[config.mk]
export PLATFORM = sky130hd
export DESIGN_NAME = combined_lcg_shuffle_rng_flat
export DESIGN_NICKNAME = d
export VERILOG_FILES = /design/src/design/clsr_pkg.sv /design/src/design/clsr_if.sv /design/src/design/combined_lcg_shuffle_rng.sv /design/src/design/clsr_arith_unit.sv /design/src/design/clsr_table.sv /design/src/flat_wrapper.sv
export SDC_FILE = /design/constraint.sdc
export NUM_CORES = 2
export LEC_CHECK = 0
export BUFFER_PORTS_ARGS = -buffer_cell sky130_fd_sc_hd__buf_4
export CAP_MARGIN = 40
export CORE_MARGIN = 3
export CORE_UTILIZATION = 65
export CTS_BUF_LIST = sky130_fd_sc_hd__clkbuf_4 sky130_fd_sc_hd__clkbuf_8 sky130_fd_sc_hd__clkbuf_16
export CTS_CLUSTER_SIZE = 10
export DETAILED_ROUTE_END_ITERATION = 10
export GPL_ROUTABILITY_DRIVEN = 0
export HOLD_SLACK_MARGIN = 0.03
export PLACE_DENSITY = 0.94
export SLEW_MARGIN = 20
export SYNTH_ARGS = -nofsm -noshare
export SYNTH_HDL_FRONTEND = slang
export SYNTH_SLANG_ARGS = --single-unit
export TNS_END_PERCENT = 5
[constraint.sdc]
create_clock -name clk_i -period 26.8 [get_ports clk_i]
set_input_delay 1.34 -clock clk_i [delete_from_list [all_inputs] [get_ports clk_i]]
set_output_delay 1.34 -clock clk_i [all_outputs]
set_load 0.01 [all_outputs]
[src/design/clsr_pkg.sv]
// ----------------------------------------------------------------------------
// clsr_pkg: shared constants and types for the combined LCG shuffle generator
// Moduli, multipliers, folding constants, slot thresholds, sequencer codes.
// ----------------------------------------------------------------------------
package clsr_pkg;

  localparam int unsigned TABLE_ENTRIES = 32;
  localparam int unsigned IDX_W  = (TABLE_ENTRIES > 1) ? $clog2(TABLE_ENTRIES) : 1;
  localparam int unsigned CNT_W  = $clog2(TABLE_ENTRIES + 8);
  localparam int unsigned VAL_W  = 31;
  localparam int unsigned FRAC_W = 32;
  localparam int unsigned MUL_W  = 16;
  localparam int unsigned PROD_W = VAL_W + MUL_W;

  localparam logic [31:0] MOD_A = 32'd2147483563;
  localparam logic [31:0] MOD_B = 32'd2147483399;
  localparam logic [MUL_W-1:0] MUL_A = 16'd40014;
  localparam logic [MUL_W-1:0] MUL_B = 16'd40692;
  localparam logic [31:0] SPAN = MOD_A - 32'd1;

  // 2^31 is congruent to these small values, so a product folds in one add
  localparam longint unsigned TWO31 = 64'd1 << 31;
  localparam logic [7:0] FOLD_A = 8'(TWO31 - 64'(MOD_A));
  localparam logic [7:0] FOLD_B = 8'(TWO31 - 64'(MOD_B));

  // 2^32 = 2*MOD_A + 2*FOLD_A
  localparam logic [MUL_W-1:0] FRAC_MUL = MUL_W'(2 * (TWO31 - 64'(MOD_A)));
  localparam logic [FRAC_W-1:0] FRAC_CLAMP = 32'd4294966780;

  localparam logic [VAL_W-1:0] SECOND_RESET = 31'd123456789;

  localparam logic [31:0] SLOT_DIV = 32'd1 + SPAN / TABLE_ENTRIES;
  localparam logic [MUL_W-1:0] SLOT_RECIP = MUL_W'((64'd1 << 32) / 64'(SLOT_DIV));

  typedef logic [31:0] thr_tab_t [TABLE_ENTRIES];

  function automatic thr_tab_t build_slot_thr();
    thr_tab_t tab;
    for (int k = 0; k < TABLE_ENTRIES; k++) begin
      tab[k] = 32'(longint'(k) * longint'(SLOT_DIV));
    end
    return tab;
  endfunction

  // lower bound of each slot's range of previous outputs
  localparam thr_tab_t SLOT_THR = build_slot_thr();

  typedef enum logic [1:0] {
    OP_MOD_A,
    OP_MOD_B,
    OP_FRAC,
    OP_SLOT
  } op_e;

  typedef enum logic [3:0] {
    S_IDLE,
    S_INIT_MUL,
    S_INIT_RED,
    S_SLOT,
    S_STEP_A,
    S_STEP_B,
    S_MIX,
    S_COMBINE,
    S_FRAC,
    S_OUT
  } state_e;

  typedef struct packed {
    op_e              op;
    logic [VAL_W-1:0] operand;
  } mu_req_t;

endpackage

[src/design/clsr_if.sv]
// ----------------------------------------------------------------------------
// clsr_if: valid/ready channels of the combined LCG shuffle generator
// Draw request, draw result and seed write channels.
// ----------------------------------------------------------------------------
interface clsr_req_if;
  logic valid;
  logic ready;
  logic restart;

  modport source (output valid, output restart, input ready);
  modport sink   (input valid, input restart, output ready);
endinterface

interface clsr_draw_if;
  logic                          valid;
  logic                          ready;
  logic [clsr_pkg::VAL_W-1:0]    draw_value;
  logic [clsr_pkg::FRAC_W-1:0]   draw_fraction;

  modport source (output valid, output draw_value, output draw_fraction, input ready);
  modport sink   (input valid, input draw_value, input draw_fraction, output ready);
endinterface

interface clsr_cfg_if;
  logic                       valid;
  logic                       ready;
  logic [clsr_pkg::VAL_W-1:0] seed;

  modport source (output valid, output seed, input ready);
  modport sink   (input valid, input seed, output ready);
endinterface

[src/design/combined_lcg_shuffle_rng.sv]
// ----------------------------------------------------------------------------
// combined_lcg_shuffle_rng: combined LCG random generator with shuffle table
// Sequence: slot, both generator steps, mix, combine and fraction states lead
//   to a registered result, after 40 warm-up steps on the first request or a
//   restart. A request is taken only in idle, as the sequencer shares a single
//   multiply/fold unit across slot, both generator steps and the fraction.
// Reset: the first generator, flags and handshakes clear and the second loads
//   SECOND_RESET; the table is not cleared and is filled by the initialization
//   that the first request always triggers.
module combined_lcg_shuffle_rng (
  input  logic        clk_i,
  input  logic        rst_ni,
  clsr_cfg_if.sink    cfg_i,
  clsr_req_if.sink    req_i,
  clsr_draw_if.source draw_o
);
  import clsr_pkg::*;

  state_e            state_q, state_d;
  logic [VAL_W-1:0]  seed_q;
  logic [VAL_W-1:0]  seed_eff;
  logic [VAL_W-1:0]  first_q, first_d;
  logic [VAL_W-1:0]  second_q, second_d;
  logic [VAL_W-1:0]  last_q, last_d;
  logic              init_q, init_d;
  logic [IDX_W-1:0]  slot_q, slot_d;
  logic [CNT_W-1:0]  cnt_q, cnt_d;
  logic              out_valid_q, out_valid_d;
  logic [VAL_W-1:0]  out_value_q, out_value_d;
  logic [FRAC_W-1:0] out_frac_q, out_frac_d;
  logic              req_ready;

  mu_req_t           mu_req;
  logic [FRAC_W-1:0] mu_res;

  logic              tbl_we;
  logic [IDX_W-1:0]  tbl_waddr;
  logic [VAL_W-1:0]  tbl_wdata;
  logic              tbl_re;
  logic [VAL_W-1:0]  tbl_rdata;

  logic              mix_wrap;
  logic [31:0]       mix;

  // Shared multiply/fold unit: result appears the cycle after issue.
  clsr_arith_unit u_arith (
    .clk_i (clk_i),
    .req_i (mu_req),
    .res_o (mu_res)
  );

  clsr_table u_table (
    .clk_i   (clk_i),
    .we_i    (tbl_we),
    .waddr_i (tbl_waddr),
    .wdata_i (tbl_wdata),
    .re_i    (tbl_re),
    .raddr_i (slot_q),
    .rdata_o (tbl_rdata)
  );

  // Seed of zero starts both generators at one.
  assign seed_eff = (seed_q == '0) ? VAL_W'(1) : seed_q;

  // Old slot value minus second generator, wrapped into 1..SPAN.
  assign mix_wrap = (tbl_rdata <= second_q);
  assign mix      = {1'b0, tbl_rdata} + (mix_wrap ? SPAN : 32'd0) - {1'b0, second_q};

  // Seed register: take every write request.
  assign cfg_i.ready = 1'b1;

  always_ff @(posedge clk_i or negedge rst_ni) begin
    if (!rst_ni) begin
      seed_q <= '0;
    end else if (cfg_i.valid) begin
      seed_q <= cfg_i.seed;
    end
  end

  always_ff @(posedge clk_i or negedge rst_ni) begin
    if (!rst_ni) begin
      state_q     <= S_IDLE;
      first_q     <= '0;
      second_q    <= SECOND_RESET;
      last_q      <= '0;
      init_q      <= 1'b0;
      cnt_q       <= '0;
      out_valid_q <= 1'b0;
    end else begin
      state_q     <= state_d;
      first_q     <= first_d;
      second_q    <= second_d;
      last_q      <= last_d;
      init_q      <= init_d;
      cnt_q       <= cnt_d;
      out_valid_q <= out_valid_d;
    end
  end

  always_ff @(posedge clk_i) begin
    slot_q      <= slot_d;
    out_value_q <= out_value_d;
    out_frac_q  <= out_frac_d;
  end

  // Sequencer: at most one operation per state through the shared unit.
  always_comb begin
    state_d     = state_q;
    first_d     = first_q;
    second_d    = second_q;
    last_d      = last_q;
    init_d      = init_q;
    slot_d      = slot_q;
    cnt_d       = cnt_q;
    out_valid_d = out_valid_q;
    out_value_d = out_value_q;
    out_frac_d  = out_frac_q;
    req_ready   = 1'b0;

    mu_req.op      = OP_MOD_A;
    mu_req.operand = first_q;

    tbl_we    = 1'b0;
    tbl_waddr = slot_q;
    tbl_wdata = first_q;
    tbl_re    = 1'b0;

    // drop the held result once the sink takes it
    if (out_valid_q && draw_o.ready) begin
      out_valid_d = 1'b0;
    end

    case (state_q)
      S_IDLE: begin
        req_ready = 1'b1;
        if (req_i.valid) begin
          if (!init_q || req_i.restart) begin
            first_d  = seed_eff;
            second_d = seed_eff;
            cnt_d    = CNT_W'(TABLE_ENTRIES + 7);
            state_d  = S_INIT_MUL;
          end else begin
            state_d = S_SLOT;
          end
        end
      end

      // Warm-up: step the first generator, keep the last entries in the table.
      S_INIT_MUL: begin
        mu_req.op      = OP_MOD_A;
        mu_req.operand = first_q;
        state_d        = S_INIT_RED;
      end

      S_INIT_RED: begin
        first_d = mu_res[VAL_W-1:0];
        if (cnt_q < CNT_W'(TABLE_ENTRIES)) begin
          tbl_we    = 1'b1;
          tbl_waddr = cnt_q[IDX_W-1:0];
          tbl_wdata = mu_res[VAL_W-1:0];
        end
        if (cnt_q == '0) begin
          last_d  = mu_res[VAL_W-1:0];
          init_d  = 1'b1;
          state_d = S_SLOT;
        end else begin
          cnt_d   = cnt_q - CNT_W'(1);
          state_d = S_INIT_MUL;
        end
      end

      // Draw: slot from previous output, advance both generators.
      S_SLOT: begin
        mu_req.op      = OP_SLOT;
        mu_req.operand = last_q;
        state_d        = S_STEP_A;
      end

      S_STEP_A: begin
        slot_d         = mu_res[IDX_W-1:0];
        mu_req.op      = OP_MOD_A;
        mu_req.operand = first_q;
        state_d        = S_STEP_B;
      end

      S_STEP_B: begin
        first_d        = mu_res[VAL_W-1:0];
        mu_req.op      = OP_MOD_B;
        mu_req.operand = second_q;
        tbl_re         = 1'b1;
        state_d        = S_MIX;
      end

      // Old slot value is captured; replace it with the new first generator.
      S_MIX: begin
        second_d  = mu_res[VAL_W-1:0];
        tbl_we    = 1'b1;
        tbl_waddr = slot_q;
        tbl_wdata = first_q;
        state_d   = S_COMBINE;
      end

      S_COMBINE: begin
        last_d  = mix[VAL_W-1:0];
        state_d = S_FRAC;
      end

      S_FRAC: begin
        mu_req.op      = OP_FRAC;
        mu_req.operand = last_q;
        state_d        = S_OUT;
      end

      // Keep reissuing the fraction so a stalled output still sees it.
      S_OUT: begin
        mu_req.op      = OP_FRAC;
        mu_req.operand = last_q;
        if (!out_valid_q || draw_o.ready) begin
          out_valid_d = 1'b1;
          out_value_d = last_q;
          out_frac_d  = mu_res;
          state_d     = S_IDLE;
        end
      end

      default: begin
        state_d = S_IDLE;
      end
    endcase
  end

  assign req_i.ready          = req_ready;
  assign draw_o.valid         = out_valid_q;
  assign draw_o.draw_value    = out_value_q;
  assign draw_o.draw_fraction = out_frac_q;

endmodule

[src/design/clsr_arith_unit.sv]
// ----------------------------------------------------------------------------
// clsr_arith_unit: shared constant multiplier with folding reduction
// Stage one multiplies, stage two reduces to a residue, fraction or slot.
// ----------------------------------------------------------------------------
module clsr_arith_unit (
  input  logic                        clk_i,
  input  clsr_pkg::mu_req_t           req_i,
  output logic [clsr_pkg::FRAC_W-1:0] res_o
);
  import clsr_pkg::*;

  localparam int unsigned HI_W = PROD_W - VAL_W;
  localparam int unsigned Q_W  = PROD_W - 32;

  logic [MUL_W-1:0]  coef;
  logic [PROD_W-1:0] prod_d;
  logic [PROD_W-1:0] prod_q;
  logic [VAL_W-1:0]  opnd_q;
  op_e               op_q;

  logic [HI_W-1:0]   hi;
  logic [VAL_W-1:0]  lo;
  logic [31:0]       fold_a;
  logic [31:0]       fold_b;
  logic              ge_a;
  logic              ge_b;
  logic [31:0]       mod_a;
  logic [31:0]       mod_b;
  logic [32:0]       frac_sum;
  logic [FRAC_W-1:0] frac;
  logic [Q_W-1:0]    q0;
  logic [IDX_W-1:0]  q_inc;
  logic [IDX_W-1:0]  slot;

  always_comb begin
    case (req_i.op)
      OP_MOD_A: coef = MUL_A;
      OP_MOD_B: coef = MUL_B;
      OP_FRAC:  coef = FRAC_MUL;
      OP_SLOT:  coef = SLOT_RECIP;
      default:  coef = MUL_A;
    endcase
  end

  assign prod_d = PROD_W'(req_i.operand) * PROD_W'(coef);

  always_ff @(posedge clk_i) begin
    prod_q <= prod_d;
    opnd_q <= req_i.operand;
    op_q   <= req_i.op;
  end

  // fold the bits above 2^31 back in, then one conditional subtract
  assign hi     = prod_q[PROD_W-1:VAL_W];
  assign lo     = prod_q[VAL_W-1:0];
  assign fold_a = 32'(hi) * 32'(FOLD_A) + 32'(lo);
  assign fold_b = 32'(hi) * 32'(FOLD_B) + 32'(lo);
  assign ge_a   = (fold_a >= MOD_A);
  assign ge_b   = (fold_b >= MOD_B);
  assign mod_a  = ge_a ? (fold_a - MOD_A) : fold_a;
  assign mod_b  = ge_b ? (fold_b - MOD_B) : fold_b;

  // floor(v * 2^32 / MOD_A) = 2v + floor(2*FOLD_A*v / MOD_A)
  assign frac_sum = {1'b0, opnd_q, 1'b0} + 33'(hi) + 33'(ge_a);
  assign frac     = (frac_sum > 33'(FRAC_CLAMP)) ? FRAC_CLAMP : frac_sum[FRAC_W-1:0];

  // reciprocal estimate is low by at most one; fix up against the threshold
  assign q0    = prod_q[PROD_W-1:32];
  assign q_inc = IDX_W'(q0 + Q_W'(1));

  always_comb begin
    if (q0 >= Q_W'(TABLE_ENTRIES - 1)) begin
      slot = IDX_W'(TABLE_ENTRIES - 1);
    end else if ({1'b0, opnd_q} >= SLOT_THR[q_inc]) begin
      slot = q_inc;
    end else begin
      slot = IDX_W'(q0);
    end
  end

  always_comb begin
    case (op_q)
      OP_MOD_A: res_o = {1'b0, mod_a[VAL_W-1:0]};
      OP_MOD_B: res_o = {1'b0, mod_b[VAL_W-1:0]};
      OP_FRAC:  res_o = frac;
      OP_SLOT:  res_o = FRAC_W'(slot);
      default:  res_o = '0;
    endcase
  end

endmodule

[src/design/clsr_table.sv]
// ----------------------------------------------------------------------------
// clsr_table: shuffle table storage
// One write port, one read port with registered read data.
// ----------------------------------------------------------------------------
module clsr_table (
  input  logic                       clk_i,
  input  logic                       we_i,
  input  logic [clsr_pkg::IDX_W-1:0] waddr_i,
  input  logic [clsr_pkg::VAL_W-1:0] wdata_i,
  input  logic                       re_i,
  input  logic [clsr_pkg::IDX_W-1:0] raddr_i,
  output logic [clsr_pkg::VAL_W-1:0] rdata_o
);
  import clsr_pkg::*;

  logic [VAL_W-1:0] mem [TABLE_ENTRIES];
  logic [VAL_W-1:0] rdata_q;

  always_ff @(posedge clk_i) begin
    if (we_i) begin
      mem[waddr_i] <= wdata_i;
    end
  end

  always_ff @(posedge clk_i) begin
    if (re_i) begin
      rdata_q <= mem[raddr_i];
    end
  end

  assign rdata_o = rdata_q;

endmodule

[src/flat_wrapper.sv]
// flat-port wrapper written by rule: the top's interface ports become plain ports
module combined_lcg_shuffle_rng_flat import clsr_pkg::*;
  (clk_i, rst_ni, cfg_i_valid, cfg_i_seed, cfg_i_ready, req_i_valid, req_i_restart, req_i_ready, draw_o_valid, draw_o_draw_value, draw_o_draw_fraction, draw_o_ready);
  clsr_cfg_if cfg_i_i ();
  clsr_req_if req_i_i ();
  clsr_draw_if draw_o_i ();
  input  logic clk_i;
  input  logic rst_ni;
  input wire logic [$bits(cfg_i_i.valid)-1:0] cfg_i_valid;
  input wire logic [$bits(cfg_i_i.seed)-1:0] cfg_i_seed;
  output wire logic [$bits(cfg_i_i.ready)-1:0] cfg_i_ready;
  input wire logic [$bits(req_i_i.valid)-1:0] req_i_valid;
  input wire logic [$bits(req_i_i.restart)-1:0] req_i_restart;
  output wire logic [$bits(req_i_i.ready)-1:0] req_i_ready;
  output wire logic [$bits(draw_o_i.valid)-1:0] draw_o_valid;
  output wire logic [$bits(draw_o_i.draw_value)-1:0] draw_o_draw_value;
  output wire logic [$bits(draw_o_i.draw_fraction)-1:0] draw_o_draw_fraction;
  input wire logic [$bits(draw_o_i.ready)-1:0] draw_o_ready;
  assign cfg_i_i.valid = cfg_i_valid;
  assign cfg_i_i.seed = cfg_i_seed;
  assign cfg_i_ready = cfg_i_i.ready;
  assign req_i_i.valid = req_i_valid;
  assign req_i_i.restart = req_i_restart;
  assign req_i_ready = req_i_i.ready;
  assign draw_o_valid = draw_o_i.valid;
  assign draw_o_draw_value = draw_o_i.draw_value;
  assign draw_o_draw_fraction = draw_o_i.draw_fraction;
  assign draw_o_i.ready = draw_o_ready;
  combined_lcg_shuffle_rng u_core (.clk_i(clk_i), .rst_ni(rst_ni), .cfg_i(cfg_i_i), .req_i(req_i_i), .draw_o(draw_o_i));
endmodule
==> qor.yml, run 1 <==
status: "aborted with a tool error"
lastStage: "global routing (5_1_grt)"
firstError: "[ERROR GRT-0116] Global routing finished with congestion. Check the congestion regions in the DRC Viewer."
die_h_um: 346
cts_setup_buffers: 0
die_w_um: 346
cts_resized: 0
syn_area_per_cell_um2: 13.6
synth_top_area_share_pct: 43.6
yosys_warnings: 0
io_buffers: 101
synth_ff_type: "edfxtp_1"
gr-total-overflow: 7
io_pins: 103
start_util_pct: 65.6
synth.distinct_cells: 92
synth_nets: 6410
netlist_area_mm2: 0.0751
ys_ff_latch: 1306
clock-root-buffer: "clkbuf_16"
rows: 124
grt_pass1_wl_mm: 452
dp.cells: 7050
syn-instance-count: 5505
grt_usage_pct: 53.5
hpwl_mm: 171
cts_sinks: 1306
synthArstFlopShare_pct: 10.4
grt_max_degree: 122
holdBufCountCts: 0
seq_area_frac_synth_pct: 50.3
cts_buffers: 152
synthTopCellsByArea: "edfxtp_1, fa_1, mux4_2"
synth_edf_count: 1091
grt_pass1_vias: 63300
clock_path_buffers: 3
synth_top_area_cell: "edfxtp_1"
htreeDepth: 4
[stage by stage]
stage	cell area, um2	setup WS, ns	hold slack, ns
CTS	83200	16.27	0.490
detailed placement	78500	16.39	0.462
global placement	78100	16.79	0.454
floorplan	75100	17.11	0.436
[logic make-up after synthesis]
group	count (synthesis)	share of synthesized area (%)
simple gates	938	6.12
flops	1306	50.3
buf+inv	999	5.03
mux	385	10.4
compound gates	833	7.35
fa+ha+maj	868	18.8
other cells	1	0.00499
xor+xnor	175	2.04
[cell usage after synthesis (32+ instances only)]
| master | count |
|---|---|
| a31oi_1 | 32 |
| nand4_1 | 55 |
| and2_1 | 43 |
| nand2_1 | 275 |
| mux4_2 | 310 |
| xnor2_1 | 96 |
| a21oi_1 | 211 |
| mux2_2 | 69 |
| fa_1 | 430 |
| o21ai_0 | 169 |
| a22oi_1 | 52 |
| clkbuf_1 | 152 |
| edfxtp_1 | 1091 |
| nor3_1 | 48 |
| dfrtp_1 | 120 |
| nand2b_1 | 57 |
| inv_1 | 801 |
| ha_1 | 438 |
| a21o_1 | 73 |
| nor2_1 | 217 |
| dfxtp_1 | 79 |
| nand3_1 | 69 |
| xor2_1 | 79 |
[per-layer routing]
metal  global-route usage [%]  overflow
met1                     56.0         0
met2                     68.1         2
met3                     40.7         0
met4                     44.2         5
met5                     23.5         0
==> run 2, diff against run 1 <==
--- a/config.mk
+++ b/config.mk
@@ -8,13 +8,10 @@
 export BUFFER_PORTS_ARGS = -buffer_cell sky130_fd_sc_hd__buf_4
 export CAP_MARGIN = 40
 export CORE_MARGIN = 3
-export CORE_UTILIZATION = 65
-export CTS_BUF_LIST = sky130_fd_sc_hd__clkbuf_4 sky130_fd_sc_hd__clkbuf_8 sky130_fd_sc_hd__clkbuf_16
-export CTS_CLUSTER_SIZE = 10
+export CORE_UTILIZATION = 40
 export DETAILED_ROUTE_END_ITERATION = 10
 export GPL_ROUTABILITY_DRIVEN = 0
-export HOLD_SLACK_MARGIN = 0.03
-export PLACE_DENSITY = 0.94
+export PLACE_DENSITY_LB_ADDON = 0.15
 export SLEW_MARGIN = 20
 export SYNTH_ARGS = -nofsm -noshare
 export SYNTH_HDL_FRONTEND = slang
==> qor.yml, run 2 <==
clk_latency_ns: 0.81
synthArstFlopShare_pct: 10.4
crit_path_max_fanout: 32
core_area_mm2: 0.186
synth_ff_type: "edfxtp_1"
status: "finished clean"
holdBufCountCts: 0
worstSetupStartpoint: "u_core.u_arith.prod_q[34]$_DFF_P_"
critPathCaptureType: "flop"
drive_gt1_share_pct: 16.5
die_w_um: 439
synth_top_area_share_pct: 43.6
fin_setup_tns_ns: 0
clock_path_buffers: 3
highest_layer: "met5"
layout_commonest_cell: "edfxtp_1"
hold_viol: 0
fin_crit_ns: 10.98
synth_top_area_cell: "edfxtp_1"
yosysMostFrequentCell: "edfxtp_1"
io_buffers: 101
cts_buffers: 144
syn-instance-count: 5505
crit_path_start_kind: "flop"
grt_pass1_vias: 48300
cp-endpoint: "u_core.u_table.mem[10][3]$_DFFE_PP_"
clock.fmax_mhz: 91.0
dr_wl_met2_mm: 117
r2r_start: "u_core.u_arith.prod_q[34]$_DFF_P_"
antenna_found_initial: 5
critPathBufInv: 5
skew_ns: 0.0446
maxCapViolCount: 0
grt_pass1_wl_mm: 337
wire_per_inst_um: 27.7
synth_nets: 6410
antenna_left: 0
crit_cells: 32
report.final.slew_viol_count: 0
netlist_area_mm2: 0.0751
timing.slew.headroom_pct: 35.8
initialDrtViolationCount: 4099
synth.distinct_cells: 92
cts_setup_buffers: 0
first_pass_iters: 7
synth_edf_count: 1091
grt_max_degree: 110
tightest_slew_ns: 0.951
nets: 6611
slowest_stage: "dfxtp_1"
dieArea_mm2: 0.193
worstPathArrival_ns: 11.45
rows: 158
via_per_inst: 5.59
clk_pin_slew_ns: 0.06
route.met3.wl_mm: 10.8
worstHoldPathType: "reg -> reg"
die_h_um: 439
r2r_end: "u_core.u_table.mem[10][3]$_DFFE_PP_"
hpwl_mm: 162
io_pins: 103
r2r_setup_slack_ns: 15.82
cts_sinks: 1306
seq_area_frac_synth_pct: 50.3
rsz0062_at_grt: "no"
synthTopCellsByArea: "edfxtp_1, fa_1, mux4_2"
wirelength_mm: 230
start_util_pct: 40.4
wl_met1_mm: 90.0
remaining_drc_errors: 0
num_vias: 46400
clock-root-buffer: "clkbuf_16"
critPathTopFamily: "compound AO/OA/AOI/OAI gates"
period_share_pct: 41.0
critical_path_required_ns: 27.27
gr-total-overflow: 0
setup_viol_count_final: 0
cts_resized: 0
ys_ff_latch: 1306
final_cell_mix: "edfxtp_1, inv_1, ha_1"
syn_to_final_growth_pct: 13.1
htreeDepth: 4
syn_area_per_cell_um2: 13.6
whs_path_depth: 1
r2r_cells: 32
largest_reg_flops: 992
grt_usage_pct: 24.0
max_stage_delay_ns: 0.82
yosys_warnings: 0
ys_top_cells_by_count: "edfxtp_1, inv_1, ha_1, fa_1, mux4_2"
cts_tree: "yes"
largest_register: "u_core.u_table.mem"
crit_type: "reg -> reg"
num-fill-cells: 16700
==> run 2: cell counts after synthesis <==
Identical to the previous run, type by type.
==> run 2: worst min path at each step <==
stage / endpoint / start / slack [ns]
floorplan: u_core.init_q$_DFFE_PN0P_ / u_core.init_q$_DFFE_PN0P_ / 0.44
global placement: u_core.init_q$_DFFE_PN0P_ / u_core.init_q$_DFFE_PN0P_ / 0.45
detailed placement: u_core.init_q$_DFFE_PN0P_ / u_core.init_q$_DFFE_PN0P_ / 0.46
CTS: u_core.init_q$_DFFE_PN0P_ / u_core.init_q$_DFFE_PN0P_ / 0.47
global route: u_core.draw_o.draw_value[10]$_DFFE_PP_ / u_core.last_q[10]$_DFFE_PN0P_ / 0.51
finish: u_core.init_q$_DFFE_PN0P_ / u_core.init_q$_DFFE_PN0P_ / 0.47
==> run 2: through the flow <==
step           hold slack, ns  setup WS, ns  utilization (%)  cell area [um2]  std cells
3_3_place_gp            0.453         16.06             42.6            79300       7985
4_1_cts                 0.472         16.14             45.6            84800       8299
2_1_floorplan           0.436         17.11                -            75100       5505
5_1_grt                 0.506         15.31             45.6            84900       8306
6_report                0.465         15.82             45.6            84900       8307
3_5_place_dp            0.455         16.18             43.0            80000       8033
==> run 2: final cells by class <==
class / count / area [um2] / share of cell area (%)
antenna: 1 / 2.50 / 0.00295
inverter: 802 / 3010 / 3.55
clock inverter: 79 / 926 / 1.09
clock buffer: 187 / 3910 / 4.60
tap: 2480 / 3100 / 3.65
multi-input combinational: 3200 / 34000 / 40.0
sequential: 1306 / 37800 / 44.5
timing repair buffer: 252 / 2230 / 2.63
==> run 2: metal layers <==
layer | vias up | track usage [%]
li1 | 20400 | -
met1 | 24100 | 29.7
met2 | 1466 | 41.8
met3 | 394 | 3.17
met4 | 6 | 11.1
met5 | - | 0
==> run 2: kinds of logic after synthesis <==
group	after synthesis	synth area share, %
XOR/XNOR	175	2.04
flip-flops	1306	50.3
AND/OR/NAND/NOR	938	6.12
adder cells (fa/ha/maj)	868	18.8
other	1	0.00499
buffers and inverters	999	5.03
multiplexers	385	10.4
AO/OA/AOI/OAI	833	7.35
==> run 2: worst reg2reg max path: cells and delay by family (launching register included) <==
kind	cells	cell delay, ns
buffers and inverters	5	0.61
DFF	1	0.82
AOI/OAI and AO/OA	10	3.38
adders and majority gates	7	2.90
xor gates and xnor gates	2	0.60
and+or+nand+nor	8	2.32
Power of run 2 is not shown: default switching activity piles up to over one toggle a cycle in this logic, so the estimate is an artifact.
